## config.mk

```make
export PLATFORM = sky130hd
export DESIGN_NAME = lph_hash
export DESIGN_NICKNAME = d
export VERILOG_FILES = /design/src/lph_pkg.sv /design/src/lph_hash.sv
export SDC_FILE = /design/constraint.sdc
export NUM_CORES = 1
export LEC_CHECK = 0
export ABC_AREA = 1
export BUFFER_PORTS_ARGS = -buffer_cell sky130_fd_sc_hd__buf_2
export CAP_MARGIN = 20
export CORE_MARGIN = 2
export CORE_UTILIZATION = 50
export DETAILED_ROUTE_END_ITERATION = 8
export PLACE_DENSITY = 0.8
export SLEW_MARGIN = 25
export SYNTH_ARGS = -nofsm -noshare
export SYNTH_HDL_FRONTEND = slang
export SYNTH_SLANG_ARGS = --single-unit
```

## constraint.sdc

```tcl
create_clock -name clk_i -period 9.7 [get_ports clk_i]
set_input_delay 0.97 -clock clk_i [delete_from_list [all_inputs] [get_ports clk_i]]
set_output_delay 0.97 -clock clk_i [all_outputs]
set_load 0.02 [all_outputs]
```

## src/lph_pkg.sv

```systemverilog
// Package with slot status codes, opcodes and the hash step for the linear probe table.
`default_nettype none
package lph_pkg;
  localparam int unsigned HashMult = 65599;
  // Number of slots; a power of two so that probe indexes wrap naturally.
  localparam int unsigned Capacity = 512;

  typedef enum logic [1:0] {
    OpInsert = 2'd0,
    OpLookup = 2'd1,
    OpRemove = 2'd2,
    OpClear  = 2'd3
  } op_e;

  typedef enum logic [1:0] {
    StOk       = 2'd0,
    StNotFound = 2'd1,
    StFull     = 2'd2
  } status_e;

  typedef enum logic [1:0] {
    SlotEmpty = 2'd0,
    SlotLive  = 2'd1,
    SlotTomb  = 2'd2
  } slot_e;

  // One step of the string hash: h * 65599 + byte, modulo 2^32.
  function automatic logic [31:0] hash_step(input logic [31:0] h, input logic [7:0] b);
    return h * 32'(HashMult) + {24'd0, b};
  endfunction
endpackage
`default_nettype wire

```

## src/lph_hash.sv

```systemverilog
// Sequential key hasher: normalizes the key and folds in one byte per cycle.
`default_nettype none
module lph_hash import lph_pkg::*; #(
  parameter int unsigned KeyBytes = 8
) (
  input  logic        clk_i,
  input  logic        rst_ni,
  input  logic        start_i,
  input  logic [63:0] key_i,
  output logic        done_o,
  output logic [31:0] hash_o,
  output logic [63:0] key_o
);
  localparam int unsigned CntW = 4;

  logic            busy_q, busy_d;
  logic [CntW-1:0] idx_q, idx_d;
  logic [31:0]     h_q, h_d;
  logic [63:0]     raw_q, raw_d;
  logic [63:0]     k_q, k_d;
  logic            done_q, done_d;
  logic [7:0]      cur_b;

  assign cur_b = raw_q[8*idx_q[2:0] +: 8];

  always_comb begin
    busy_d = busy_q;
    idx_d  = idx_q;
    h_d    = h_q;
    raw_d  = raw_q;
    k_d    = k_q;
    done_d = 1'b0;
    if (start_i) begin
      busy_d = 1'b1;
      idx_d  = '0;
      h_d    = '0;
      raw_d  = key_i;
      k_d    = '0;
    end else if (busy_q) begin
      if (cur_b == 8'd0 || idx_q == CntW'(KeyBytes) || idx_q == CntW'(8)) begin
        busy_d = 1'b0;
        done_d = 1'b1;
      end else begin
        h_d = hash_step(h_q, cur_b);
        k_d = k_q | (64'(cur_b) << (8 * idx_q[2:0]));
        idx_d = idx_q + 1'b1;
      end
    end
  end

  always_ff @(posedge clk_i or negedge rst_ni) begin
    if (!rst_ni) begin
      busy_q <= 1'b0;
      done_q <= 1'b0;
      idx_q  <= '0;
    end else begin
      busy_q <= busy_d;
      done_q <= done_d;
      idx_q  <= idx_d;
    end
  end

  always_ff @(posedge clk_i) begin
    h_q   <= h_d;
    raw_q <= raw_d;
    k_q   <= k_d;
  end

  assign done_o = done_q;
  assign hash_o = h_q;
  assign key_o  = k_q;
endmodule
`default_nettype wire

```

Word-level counts from Yosys, hierarchy flattened --
Index checks and enable logic that the tools add are counted.
Cells by class: $add $sub $neg 2, multipliers 1, equal/unequal tests 2, shift-type cells 2, muxes and demuxes 9, bitwise logic cells 2, reductions and logical operators 6
Operator list (count):
- $or 64x64->64 | 1
- $shiftx 64x7->8 | 1
- $shl 8x6->64 | 1
- $add 32x8->32 | 1
- $mul 32x17->32 const B | 1
- $mux 4 | 3
- $logic_not 8->1 | 1
- $mux 1 | 6
- $add 4x1->4 const B | 1
- $eq 4x4->1 const B | 1
- $reduce_and 2->1 | 2
- $logic_or 1x1->1 | 2
- $ne 2x2->1 const B | 1
- $reduce_bool 2->1 | 1
- $not 1->1 | 1
Word-level totals: register bits 166, input port bits 67, output and inout bits 97, logic and storage cells 30

Logic depth before layout (Yosys ltp) --
word-level depth 7, depth in mapped cells 31, mapped depth without buffers 29

Least setup slack after synthesis --
No wires, ideal clock.
path kind register -> register, start point register idx_q[0], end point register h_q[28] (netlist: hash_o[28]), library setup time 0.114 ns, arrival 4.546 ns, required time 9.586 ns, setup slack 5.040 ns, stages on the path, launching flop included 28, path buffers 2, period minus slack after synthesis 4.660 ns, cells stage by stage dfrtp_1 -> buf_2 -> inv_2 -> buf_6 -> nand2_1 -> nand3_1 -> nand3_1 -> nand2_2 -> inv_2 -> fa_1 -> inv_1 -> fa_1 -> ha_1 -> ha_1 -> inv_1 -> fa_1 -> inv_1 -> ha_1 -> inv_1 -> fa_1 -> o21bai_1 -> nand3_1 -> nand2_1 -> nand2_1 -> nand3_1 -> nand2_1 -> a21oi_1 -> nor2_1
On the way: word-level cells in the longest chain between the ends 6, elaborated cells between the ends (all ways) 8, classes of those cells add/sub: 1; eq/ne: 1; shift: 1; bitwise: 1; reduce/logical: 4
RTL lines:
- from (decl) | line lph_hash.sv:17 | logic [CntW-1:0] idx_q, idx_d;
- from (signal assigned) | line lph_hash.sv:59 | idx_q <= idx_d;
- branches (longest 6 deep; another with $add 32x8->32)
- to (signal assigned) | line lph_hash.sv:64 | h_q <= h_d;
- to (decl) | line lph_hash.sv:18 | logic [31:0] h_q, h_d;
Parallel ways; which one is timed is not known. A chain may end at the register's enable or synchronous reset.

Worst setup path after layout --
Same ends and word-level chain as after synthesis.

==> results.json <==
{
  "rows": 60,
  "crit_fanout": 58,
  "crit_type": "flip-flop to flip-flop",
  "relSlewSlack_pct": 36.5,
  "totalWireLength_mm": 35.4,
  "grt_max_degree": 74,
  "wire_per_inst_um": 16.7,
  "ant_nets": 0,
  "min_period_ns": 5.96,
  "fmax_mhz": 168,
  "cts_setup_buffers": 0,
  "clock-root-buffer": "clkbuf_16",
  "syn-instance-count": 1644,
  "synth_edf_count": 64,
  "cp-end-kind": "flip-flop",
  "cap_violations": 0,
  "synth-main-ff-cell": "dfxtp_1",
  "synth.yosys.seq_area_share_pct": 29.1,
  "grt_pass1_vias": 11500,
  "worstPathRequired_ns": 10.03,
  "async_flop_share_pct": 3.61,
  "dp_hpwl_mm": 26.8,
  "port_buffers": 163,
  "gp_routability_congestion": 0.928,
  "vias": 11500,
  "min_period_over_period_pct": 61.4,
  "grtUsageTotal_pct": 25.8,
  "syn2layout_area_growth_pct": 11.6,
  "htree_levels": 4,
  "cts_hold_buf": 0,
  "grt_pass1_wl_mm": 58.3,
  "syn_area_sq_um": 13700,
  "final_common_cell": "nand2_1",
  "ys_warn_count": 0,
  "drive_gt1_share_pct": 12.2,
  "rsz0062_at_grt": "no",
  "hold_path.class": "input pin to asynchronous set/reset pin",
  "path_clk_slew_ns": 0.07,
  "status": "finished, final reports clean",
  "n_antenna_cell": 0,
  "numCtsBuffers": 17,
  "cts_tree": "done",
  "final_nets": 2108,
  "synthesis.nets": 1982,
  "cp.arrival_ns": 6.29,
  "drv_slew": 0,
  "syn_avg_cell_area_sq_um": 8.34,
  "hold_viol": 0,
  "final_cell_mix": "nand2_1, inv_1, buf_2",
  "overflow": 0,
  "die_area_sq_um": 28800,
  "core-area_sq_um": 27000,
  "die_x_um": 170,
  "clockBufferDepth": 2,
  "finalSetupTns_ns": 0,
  "ys_types": 33,
  "synth_top_area_share_pct": 18.7,
  "tightest_slew_ns": 0.951,
  "setup_viol": 0,
  "antenna_found_initial": 1,
  "routed_via_density": 5.40,
  "finClkSkew_ns": 0.0108,
  "cts_sinks": 166,
  "synth_top_cell_by_area": "fa_1",
  "initial_core_util_pct": 50.9,
  "reg2reg_depth": 26,
  "detail_route.first_pass.iterations": 6,
  "critPathLaunchType": "flip-flop",
  "clk_latency_ns": 0.44,
  "ys_ff_latch": 166,
  "cts.repair.resized": 0,
  "route.detailed.drc": 0,
  "netlist_top_cells_area": "fa_1, dfxtp_1, edfxtp_1, ha_1, nand2_1",
  "io_pins": 164,
  "drt-initial-drc-count": 1062,
  "die_h_um": 170
}
[registers in the layout, indices dropped and copies added, names as in the netlist]
name and cells:
busy_q 1, done_o 1, hash_o 32, idx_q 4, key_o 64, raw_q 64
[worst max-delay path, cell delays in order (launching register included)]
cell and delay (ns):
dfrtp_1 0.37, buf_4 0.30, inv_2 0.76, nand2_1 0.15, nand3_1 0.11, nand3_1 0.09
nand2_2 0.15, inv_2 0.07, fa_1 0.48, inv_1 0.05, fa_1 0.45, ha_1 0.28
ha_1 0.28, inv_1 0.09, fa_1 0.40, inv_1 0.06, ha_1 0.15, inv_1 0.06
fa_1 0.47, o21bai_1 0.39, nand3_1 0.12, nand2_1 0.14, nand2_1 0.08, nand3_1 0.08
nand2_1 0.05, a21oi_1 0.12, nor2_1 0.06
[cell usage after synthesis (all sizes together), types with 9 or more instances]
| cell | n |
|---|---|
| xnor2 | 9 |
| a21oi | 100 |
| nor3 | 19 |
| nand2 | 356 |
| edfxtp | 64 |
| clkbuf | 22 |
| nor2 | 68 |
| fa | 128 |
| o21ai | 22 |
| ha | 143 |
| dfxtp | 96 |
| buf | 43 |
| nand4 | 101 |
| inv | 344 |
| nand3 | 90 |
| xor2 | 16 |
[metrics by stage]
step                setup WS, ns  cells  hold slack [ns]  util, %  cell area, sq um
detailed placement          3.83   2092            0.440     54.6             14700
global route                3.24   2124            0.335     56.8             15300
CTS                         3.79   2124            0.339     56.8             15300
global placement            3.98   2092            0.436     54.6             14700
finish                      3.74   2124            0.346     56.8             15300
floorplan                   5.04   1644            0.482        -             13700
[cells by family after synthesis]
kind of cell | after synthesis | synth area share (%)
AO/OA/AOI/OAI | 133 | 5.06
XOR/XNOR | 25 | 1.60
adder cells (fa/ha/maj) | 271 | 31.7
buffers and inverters | 409 | 11.7
flip-flops | 166 | 29.1
AND/OR/NAND/NOR | 640 | 20.7
[metal layers]
metal | share of wire, % | track usage (%) | wire, um | up-vias
li1 | - | - | - | 5475
met1 | 41 | 32.8 | 14500 | 5489
met2 | 49 | 44.3 | 17300 | 430
met3 | 6.8 | 5.04 | 2400 | 76
met4 | 3.5 | 8.40 | 1240 | 2
met5 | 0.042 | 0 | 15 | -
[area by class of cell]
cell class / instances / area [sq um]
Inverter: 344 / 1290
Multi-Input combinational cell: 1069 / 8110
Sequential cell: 166 / 4000
Clock buffer: 17 / 425
Clock inverter: 15 / 170
Tap cell: 341 / 427
Fill cell: 2376 / 11600
Timing Repair Buffer: 172 / 886
[path summary, 6_finish.rpt]
| path | startpoint | end | slack, ns |
|---|---|---|---|
| worst min register to register | key_o[23] | key_o[23] | 0.45 |
| min in group clk_i | key_o[23] | key_o[23] | 0.45 |
| worst max-delay path | idx_q[0] | hash_o[28] | 3.74 |
| worst max register to register | idx_q[0] | hash_o[28] | 3.74 |
| max in group asynchronous | rst_ni | busy_q | 9.19 |
| worst min-delay path | rst_ni | done_o | 0.35 |
Power is not shown: default switching activity piles up to over one toggle a cycle in this logic, so the estimate is an artifact.
